==> config.mk <==
export PLATFORM = sky130hd
export DESIGN_NAME = tvs_slip_div
export DESIGN_NICKNAME = d
export VERILOG_FILES = /design/src/rtl/core/tvs_pkg.sv /design/src/rtl/core/tvs_slip_div.sv
export SDC_FILE = /design/constraint.sdc
export NUM_CORES = 1
export LEC_CHECK = 0
export ABC_AREA = 1
export BUFFER_PORTS_ARGS = -buffer_cell sky130_fd_sc_hd__clkbuf_2
export CAP_MARGIN = 20
export CORE_ASPECT_RATIO = 1.4
export CORE_MARGIN = 4
export CORE_UTILIZATION = 50
export CTS_BUF_LIST = sky130_fd_sc_hd__clkbuf_8
export DETAILED_ROUTE_END_ITERATION = 16
export PLACE_DENSITY = 0.76
export SYNTH_ARGS = -nofsm -noshare
export SYNTH_HDL_FRONTEND = slang
export SYNTH_SLANG_ARGS = --single-unit
==> constraint.sdc <==
create_clock -name i_clk -period 8.8 [get_ports i_clk]
set_input_delay 0.44 -clock i_clk [delete_from_list [all_inputs] [get_ports i_clk]]
set_output_delay 0.44 -clock i_clk [all_outputs]
set_load 0.02 [all_outputs]
==> src/rtl/core/tvs_pkg.sv <==
// Shared constants and types of the torque vectoring split block.
package tvs_pkg;

    localparam int QW = 13;
    localparam int DIV_STAGES = 7;
    localparam logic [QW-1:0] Q_ONE = 13'd4096;
    localparam logic [QW-1:0] Q_HALF = 13'd2048;
    localparam int SPEED_OFFSET = 64000;
    localparam int CFG_IW = 3;
    localparam int CFG_DW = 16;

    typedef enum logic [CFG_IW-1:0] {
        CFG_MAX_RPM       = 3'd0,
        CFG_MAX_REGEN     = 3'd1,
        CFG_DEF_SPLIT     = 3'd2,
        CFG_ALT_SPLIT     = 3'd3,
        CFG_FR_GAIN       = 3'd4,
        CFG_LR_GAIN       = 3'd5,
        CFG_FRONT_REGEN   = 3'd6,
        CFG_REAR_REGEN    = 3'd7
    } t_cfg_idx;

endpackage

==> src/rtl/core/tvs_slip_div.sv <==
// Pipelined restoring divider for slip ratios: stage 0 tests overflow and one quotient bit, later stages two each.
module tvs_slip_div #(
    parameter int NW = 30,
    parameter int DW = 20
) (
    input  logic                     i_clk,
    input  logic                     i_en,
    input  logic [NW-1:0]            i_num,
    input  logic [DW-1:0]            i_den,
    output logic [tvs_pkg::QW-1:0]   o_quot,
    output logic                     o_ovf
);

    localparam int ST = tvs_pkg::DIV_STAGES;
    localparam int QW = tvs_pkg::QW;
    localparam int RW = ((NW > DW + QW + 1) ? NW : DW + QW + 1) + 1;

    logic [RW-1:0] r_rem [ST];
    logic [RW-1:0] n_rem [ST];
    logic [RW-1:0] a_rem [ST];
    logic [DW-1:0] r_den [ST];
    logic [DW-1:0] a_den [ST];
    logic [QW-1:0] r_quot [ST];
    logic [QW-1:0] n_quot [ST];
    logic [QW-1:0] a_quot [ST];
    logic          r_ovf [ST];
    logic          n_ovf [ST];
    logic          a_ovf [ST];

    always_comb begin
        logic [RW-1:0] c_rem;
        logic [RW-1:0] c_sub;
        logic [QW-1:0] c_quot;
        logic          c_ovf;
        int            k;
        a_rem[0]  = RW'(i_num);
        a_den[0]  = i_den;
        a_quot[0] = '0;
        a_ovf[0]  = 1'b0;
        for (int s = 1; s < ST; s++) begin
            a_rem[s]  = r_rem[s-1];
            a_den[s]  = r_den[s-1];
            a_quot[s] = r_quot[s-1];
            a_ovf[s]  = r_ovf[s-1];
        end
        for (int s = 0; s < ST; s++) begin
            c_rem  = a_rem[s];
            c_quot = a_quot[s];
            c_ovf  = a_ovf[s];
            for (int b = 0; b < 2; b++) begin
                k = QW - 2 * s - b;
                c_sub = RW'(a_den[s]) << k;
                if (!c_ovf && c_rem >= c_sub) begin
                    if (k == QW) begin
                        c_ovf = 1'b1;
                    end else begin
                        c_rem  = c_rem - c_sub;
                        c_quot = c_quot | (QW'(1) << k);
                    end
                end
            end
            n_rem[s]  = c_rem;
            n_quot[s] = c_quot;
            n_ovf[s]  = c_ovf;
        end
    end

    always_ff @(posedge i_clk) begin
        if (i_en) begin
            for (int s = 0; s < ST; s++) begin
                r_rem[s]  <= n_rem[s];
                r_den[s]  <= a_den[s];
                r_quot[s] <= n_quot[s];
                r_ovf[s]  <= n_ovf[s];
            end
        end
    end

    assign o_quot = r_quot[ST-1];
    assign o_ovf  = r_ovf[ST-1];

endmodule

### Yosys cells after proc, flatten, opt, wreduce, memory -nomap -nowiden

Memory sizes are Yosys's and may differ from the RTL's.
Index checks and enable logic that the tools add are counted.

* memory bits (writable): 483
* logic and storage cells: 80
* output and inout port bits: 14
* register bits after elaboration: 0
* memories: 4
* input port bits: 52

* add/sub/neg operators: 13
* order comparisons: 14
* multiplexer cells: 29
* reduce and logical (&&, ||, !) cells: 20

Memory list
* r_rem: words 7, width 35, read ports 6, clocked after memory_dff 0, write ports 7, line tvs_slip_div.sv:18 `logic [RW-1:0] r_rem [ST];`
* r_den: words 7, width 20, read ports 6, clocked after memory_dff 0, write ports 7, line tvs_slip_div.sv:21 `logic [DW-1:0] r_den [ST];`
* r_quot: words 7, width 13, read ports 7, clocked after memory_dff 0, write ports 7, line tvs_slip_div.sv:23 `logic [QW-1:0] r_quot [ST];`
* r_ovf: words 7, width 1, read ports 7, clocked after memory_dff 0, write ports 7, line tvs_slip_div.sv:26 `logic r_ovf [ST];`

Operators with widths (number)
* 35-bit two-way mux: 13
* 35-bit by 20-bit greater-or-equal comparator with 1-bit output: 1
* 35-bit by 21-bit greater-or-equal comparator with 1-bit output: 1
* 35-bit by 22-bit greater-or-equal comparator with 1-bit output: 1
* 35-bit by 23-bit greater-or-equal comparator with 1-bit output: 1
* 35-bit by 24-bit greater-or-equal comparator with 1-bit output: 1
* 35-bit by 25-bit greater-or-equal comparator with 1-bit output: 1
* 35-bit by 26-bit greater-or-equal comparator with 1-bit output: 1
* 35-bit by 27-bit greater-or-equal comparator with 1-bit output: 1
* 35-bit by 28-bit greater-or-equal comparator with 1-bit output: 1
* 35-bit by 29-bit greater-or-equal comparator with 1-bit output: 1
* 35-bit by 30-bit greater-or-equal comparator with 1-bit output: 1
* 35-bit by 31-bit greater-or-equal comparator with 1-bit output: 1
* 35-bit by 20-bit subtractor with 35-bit output: 1
* 35-bit by 21-bit subtractor with 35-bit output: 1
* 35-bit by 22-bit subtractor with 35-bit output: 1
* 35-bit by 23-bit subtractor with 35-bit output: 1
* 35-bit by 24-bit subtractor with 35-bit output: 1
* 35-bit by 25-bit subtractor with 35-bit output: 1
* 35-bit by 26-bit subtractor with 35-bit output: 1
* 35-bit by 27-bit subtractor with 35-bit output: 1
* 35-bit by 28-bit subtractor with 35-bit output: 1
* 35-bit by 29-bit subtractor with 35-bit output: 1
* 35-bit by 30-bit subtractor with 35-bit output: 1
* 19 further kinds: 40

### Depth between registers and ports, before layout

Gate-level depths: netlist of run 1.
An unclocked memory read counts as a cell.

* word-level depth: 7
* depth in mapped cells: 35
* depth with buffers taken out: 34

### Worst setup path after synthesis of run 1

OpenSTA, ideal clock, no wires.

* path type: register -> register
* start: mem r_rem[4][3] (netlist name)
* end: mem r_rem[5][24] (netlist name) (data pin)
* setup slack: 4.004 ns
* stages on the path, launching flop included: 34
* library setup time: 0.253 ns
* buffers on the path: 4
* period minus slack after synthesis: 4.796 ns
* arrival: 4.543 ns
* required time: 8.547 ns
* path through: edfxtp_1 -> inv_1 -> ha_1 -> inv_1 -> fa_1 -> nand2_1 -> nand3_1 -> nand3_1 -> nand2_2 -> nand2_1 -> nand2_2 -> nand2_4 -> nand2_4 -> nand2_4 -> buf_6 -> buf_2 -> clkbuf_1 -> nand2_1 -> o21ai_0 -> ha_1 -> a21oi_1 -> a21boi_0 -> o31ai_1 -> a21boi_0 -> o21ai_0 -> nand2_1 -> nand3_2 -> nor2_2 -> nand2_2 -> nand2_4 -> inv_4 -> buf_8 -> nand2_1 -> nand2_1

RTL lines (line)
* start, declared: tvs_slip_div.sv:18

==> metrics.md, run 1 <==
| Metric | Value |
|---|---|
| Status | complete, no violations |
| Post-synth EDFFs | 384 |
| Met3 usage | 0.0491 |
| Core ar. | 65800 µm² |
| GR peak layer | met2 |
| Top-count cell post-synth | nand2_1 |
| RSZ-0062 raised after global routing | no |
| Worst hold path stage count | 1 |
| Hold Path End | r_den[0][17] |
| Post-layout min period | 6.44 ns |
| Synth top area share | 0.345 |
| Max Slew Vio Count | 0 |
| Data required time of the worst path | 9.32 ns |
| Count of cell types in the netlist | 56 |
| H-Tree Depth | 3 |
| Antenna-violating nets left | 0 |
| Synth warn | 0 |
| CP max FO | 31 |
| Max_slew headroom | 0.196 |
| Root Buffer | clkbuf_8 |
| Cts bufs inserted | 67 |
| IO Port Bufs | 65 |
| Layout Skew | 0.0356 ns |
| Layout area overhead | 8.17% |
| Die width | 227 µm |
| TritonCTS Sinks | 384 |
| Fin util | 0.550 |
| 1st-iter DRT viols | 2106 |
| Yosys reg bits | 384 |
| Syn Nets | 4919 |
| Total Routing Usage GR | 0.307 |
| FF-to-FF path depth | 25 |
| DRC viols | 0 |
| Initial antenna violation count | 1 |
| Post-synthesis cell count | 4580 |
| Max Cap Viol | 0 |
| DPL Wire Length | 91600 µm |
| Ports | 66 |
| Vias in the first global route | 31222 |
| Clock tree buffer depth | 3 |
| Crit path launch type | flip-flop |
| Max VDD drop | 118 µV |
| Worst Hold Class | input pin to flip-flop |
| Syn_area_per_cell | 7.30 µm² |
| Post-synth ARST share | 0 |
| Worst-Skew Late Latency | 0.68 ns |
| Sequential element share of the synthesized area | 0.345 |
| Grt total ovfl | 0 |
| Vias per inst | 5.61 |
| Setup tns final | 0 ns |
| Via count | 31309 |
| Final count of negative-setup-slack endpoints | 0 |
| Largest area contributor in the netlist | edfxtp_1 |
| Routing usage on met2 | 0.573 |
| CTS hold repair buffers | 29 |
| WHS | 0.0672 ns |
| Fmax | 155 MHz |
| Die height | 314 µm |
| Clock transition at path regs | 0.06 ns |
| Fin. Hold Viols | 0 |
| Critical path class | flip-flop to flip-flop |
| Leak pwr | 16.9 nW |
| Fillers | 6468 |
| Mapped cell area | 33500 µm² |
| Post-CTS setup repair buffer count | 0 |
| Cells resized by post-CTS repair | 0 |
| Met1 Use GR | 0.285 |
| Share of cells above drive strength 1 | 0.0572 |
| R2R Path Start | r_rem[3][7] |
| Reg2reg setup slack | 2.36 ns |
| Initial core utilization | 0.508 |
| GP Congestion | 1.05 |
| Die area | 71200 µm² |
| DRT Pass-1 Iters | 8 |
| Worst slew pin tran | 1.19 ns |
| Largest net degree at the start of global routing | 89 |
| Worst R2R End | r_rem[4][12] |
| Routed WL | 111000 µm |
| Final worst path period share | 0.732 |
| HP Start | i_den[17] |
| Drt wl/cell | 19.9 µm |
| Ys flop type | edfxtp_1 |
| Global-route wire length before repair | 169000 µm |
| Power per cell area | 256 nW/µm² |
| CTS tree | done |
| Crit path arrival time | 6.96 ns |
| Synth top cells by count | nand2_1 (1380), inv_1 (572), edfxtp_1 (384), nor2_1 (380), a21oi_1 (294) |
| Largest cells by area after synthesis | edfxtp_1 (34%), nand2_1 (15%), ha_1 (10%) |
| Crit end category | flip-flop |
| Row count | 111 |
| Fin nets | 5027 |
==> report_power, final <==
part | internal (mW) | switching (mW) | leakage, nW
registers | 2.39 | 0.254 | 3.78
clock network | 0.878 | 0.802 | 0.706
logic | 1.67 | 3.26 | 12.4
==> layout make-up <==
cell class	instances	area [µm²]	area share
clock inverters	50	375	0.0104
multi-input cells	3534	19300	0.533
flip-flops and latches	384	11500	0.319
clock buffers	68	936	0.0259
repair buffers	107	763	0.0211
well taps	847	1060	0.0293
inverters	594	2240	0.0618
diodes	1	2.50	0.0000692
==> sequential cells by signal, summed over array words and instances (netlist names) <==
register,cells
r_den,120
r_ovf,7
r_quot,49
r_rem,208
==> worst max-delay path, cell delays in order, from the launching register on <==
cell      delay, ns
edfxtp_1       0.39
ha_1           0.37
nand2_1        0.13
nor3_1         0.64
nand4_1        0.15
nor2_1         0.13
nor2_1         0.08
nand2_1        0.09
nand2_1        0.33
o21ai_0        0.55
ha_1           0.35
nand3_1        0.09
nand2_1        0.09
a21oi_1        0.28
inv_1          0.08
nand2_1        0.06
nand2_1        0.09
a21boi_0       0.39
o21bai_1       0.22
nand2_1        0.15
nor2_1         0.07
nor2_2         0.13
nand3_2        0.58
nand2_4        0.59
nand2_1        0.12
nand2_1        0.08
==> cell usage in the layout, fill, tap and decap left out, types with 8 or more instances in the layout <==
cell and instances:
nor3_1 52, inv_2 18, inv_1 584, o21ai_0 258, xnor2_1 100, buf_4 11, a21oi_1 294, edfxtp_1 384
nand2_4 10, clkbuf_2 64, a31oi_1 23, o21ai_1 46, o21bai_1 19, fa_1 12, nor2_1 380, nand2_1 1380
nand3_1 280, nand2_2 20, clkinv_1 16, o211ai_1 12, or2_2 10, a21o_1 15, nand4_1 83, a21boi_0 8
nor4_1 28, nand3b_1 10, clkbuf_8 68, clkinv_2 10, xor2_1 131, o21a_1 12, dlygate4sd3_1 29, ha_1 275
nor2_2 20
==> metrics by stage <==
step | instance area (µm²) | power, mW | instances | worst slack (ns)
after floorplan | 33500 | 6.13 | 4580 | 4.00
after global placement | 34500 | 7.47 | 5435 | 2.46
after detailed placement | 34500 | 7.49 | 5435 | 2.42
after CTS | 36100 | 9.19 | 5582 | 2.38
after global routing | 36200 | 9.92 | 5585 | 1.71
final | 36200 | 9.25 | 5585 | 2.36
==> logic make-up after synthesis <==
family,after synthesis,share of synthesized area
compound gates,720,0.117
simple gates,2294,0.288
xor+xnor,231,0.0605
mux,2,0.000673
flops,384,0.345
buf+inv,662,0.0790
fa+ha+maj,287,0.110
==> routing by layer <==
| layer | vias to the layer above | share of wire |
|---|---|---|
| met5 | - | 0 |
| met4 | 0 | 0.11 |
| met3 | 473 | 0.045 |
| met2 | 983 | 0.52 |
| met1 | 14336 | 0.33 |
| li1 | 15517 | - |
==> how the worst max path moves through the flow <==
stage / start / endpoint / slack (ns)
floorplan: r_rem[4][3] / r_rem[5][24] / 4.00
global placement: r_den[3][2] / r_quot[4][4] / 2.46
detailed placement: r_den[3][2] / r_quot[4][4] / 2.42
CTS: r_rem[3][7] / r_rem[4][12] / 2.38
global route: r_rem[3][7] / r_rem[4][11] / 1.71
finish: r_rem[3][7] / r_rem[4][12] / 2.36
(Power assumes the default switching activity.)
==> inputs of run 2 (changes only) <==
Settings changed: PLACE_DENSITY 0.76 to 0.78.
Clock period 8.8 ns to 5.64 ns, I/O delays scaled along.
==> run 2 against run 1 <==
Effect of this change: register-to-register slack worse by 2.0 ns; clock power rose by 49%; hold slack better by 0.040 ns; cell count up 1.8%; routed wire length fell by 1.9%; clock skew is 0.00068 ns higher; core utilization rose by 1.3 points; critical path type unchanged; largest cell class unchanged; highest routed layer unchanged.
==> metrics.md, run 2 (synthesized netlist as in run 1, its figures left out) <==
| Metric | Value |
|---|---|
| Status | complete, no violations |
| R2R Path Start | r_rem[2][7] |
| Ports | 66 |
| Clock tree buffer depth | 3 |
| DP Worst Slack | 0.295 ns |
| Root Buffer | clkbuf_8 |
| GP Congestion | 1.07 |
| Initial antenna violation count | 1 |
| Crit path launch type | flip-flop |
| TritonCTS Sinks | 384 |
| Routed WL | 109000 µm |
| Vias per inst | 5.57 |
| Slowest Stage Delay on Critical Path | 0.58 ns |
| Max FFs per register | 208 |
| Cts bufs inserted | 66 |
| Grt total ovfl | 0 |
| Global-route wire length before repair | 166000 µm |
| Worst setup margin | 0.328 ns |
| Final worst path period share | 0.942 |
| Layout Skew | 0.0362 ns |
| Die width | 227 µm |
| DPL Wire Length | 89600 µm |
| Die area | 71200 µm² |
| Crit path arrival time | 5.74 ns |
| Max Slew Vio Count | 0 |
| Max VDD drop | 174 µV |
| Data required time of the worst path | 6.06 ns |
| Crit-path leading delay family | simple AND/OR/NAND/NOR gates |
| Largest net degree at the start of global routing | 217 |
| Via count | 31656 |
| Max Cap Viol | 0 |
| Worst path bufs/invs | 4 |
| Post-layout min period | 5.31 ns |
| Layout area overhead | 10.6% |
| Fmax | 188 MHz |
| Fillers | 6299 |
| Crit end category | flip-flop |
| Setup tns final | 0 ns |
| Worst Hold Class | input pin to flip-flop |
| Crit path max-delay cell type | nor4_1 |
| DRT Pass-1 Iters | 5 |
| H-Tree Depth | 3 |
| Antenna-violating nets left | 0 |
| Total Routing Usage GR | 0.301 |
| Area of the multi-input gates | 19300 µm² |
| Worst slew pin tran | 1.18 ns |
| Final count of negative-setup-slack endpoints | 0 |
| 1st-iter DRT viols | 2086 |
| Vias in the first global route | 31608 |
| Setup crit start | r_rem[2][7] |
| Post-CTS setup repair buffer count | 0 |
| RSZ-0062 raised after global routing | no |
| Die height | 314 µm |
| Share of cells above drive strength 1 | 0.0715 |
| Drt wl/cell | 19.1 µm |
| Max_slew headroom | 0.216 |
| Worst-Skew Late Latency | 0.69 ns |
| DRC viols | 0 |
| Reg area | 11500 µm² |
| Initial core utilization | 0.508 |
| Fin nets | 5127 |
| CP max FO | 44 |
| IO Port Bufs | 65 |
| Core ar. | 65800 µm² |
| Critical Path Most Common Cell | nand2_1 |
| Fin. Hold Viols | 0 |
| Power per cell area | 391 nW/µm² |
| CTS tree | done |
| Commonest non-fill, non-tap cell in the layout | nand2_1 |
| WHS | 0.107 ns |
| Most frequent cells in the layout | nand2_1 (1380), inv_1 (596), edfxtp_1 (384) |
| HP Start | i_en |
| Top reg by flops | r_rem |
| Biggest regs | r_rem (208), r_den (120), r_quot (49) |
| Clock transition at path regs | 0.06 ns |
| Row count | 111 |
| Leak pwr | 17.4 nW |
| Critical path class | flip-flop to flip-flop |
run 2: layer usage:
metal	up-vias	GRT usage	wire length, µm
li1	15731	-	-
met5	-	0	0
met1	14431	0.279	36500
met3	468	0.0379	4110
met4	0	0.270	11900
met2	1026	0.564	56300
run 2: path summary, 6_finish.rpt:
| check | to | slack, ns | depth (start not counted) |
|---|---|---|---|
| min | r_rem[2][30] | 0.11 | 1 |
| min reg2reg | r_quot[6][3] | 0.41 | 0 |
| max | r_rem[3][14] | 0.33 | 26 |
| max reg2reg | r_rem[3][14] | 0.33 | 26 |
run 2: final cells by class:
class,count,share of cell area
timing repair buffer,208,0.0435
multi-input combinational,3534,0.522
tap,847,0.0286
inverter,594,0.0604
antenna,1,0.0000676
sequential,384,0.312
clock buffer,66,0.0245
clock inverter,53,0.00970
run 2: timing repair:
action	in CTS	in global routing
resized for setup	0	7
hold buffers	50	0
endpoints found under the setup margin	0	100
endpoints found under the hold margin	50	0
run 2: worst reg2reg max path: stages, from the launching register on:
cell and delay (ns):
edfxtp_1 0.45, inv_1 0.09, ha_1 0.16, inv_1 0.10, fa_1 0.40, nand2_1 0.14, a21oi_2 0.10, buf_4 0.16
nand3_1 0.06, nand2_1 0.17, a21oi_1 0.34, xor2_1 0.17, o21ai_0 0.14, ha_1 0.39, nand2_1 0.15, nor4_1 0.58
nand4_1 0.22, nand3_1 0.25, nand3_1 0.11, nand3b_1 0.22, nand3_1 0.13, nor2_2 0.05, nand2_1 0.09, nand2_4 0.06
buf_12 0.17, nand2_1 0.10, o21ai_1 0.06
run 2: power breakdown:
| group | internal, mW | leakage, nW | total (mW) | switching (mW) |
|---|---|---|---|---|
| logic | 2.80 | 12.9 | 7.83 | 5.04 |
| registers | 3.72 | 3.78 | 4.12 | 0.393 |
| clock network | 1.26 | 0.725 | 2.51 | 1.25 |
run 2: through the flow:
stage                      util  total power [mW]  std cells  area (µm²)
after floorplan               -              9.56       4580       33500
after global placement    0.535              11.8       5517       35200
after detailed placement  0.535              11.8       5517       35200
after CTS                 0.562              14.4       5686       37000
after global routing      0.562              15.5       5687       37000
final                     0.562              14.5       5687       37000
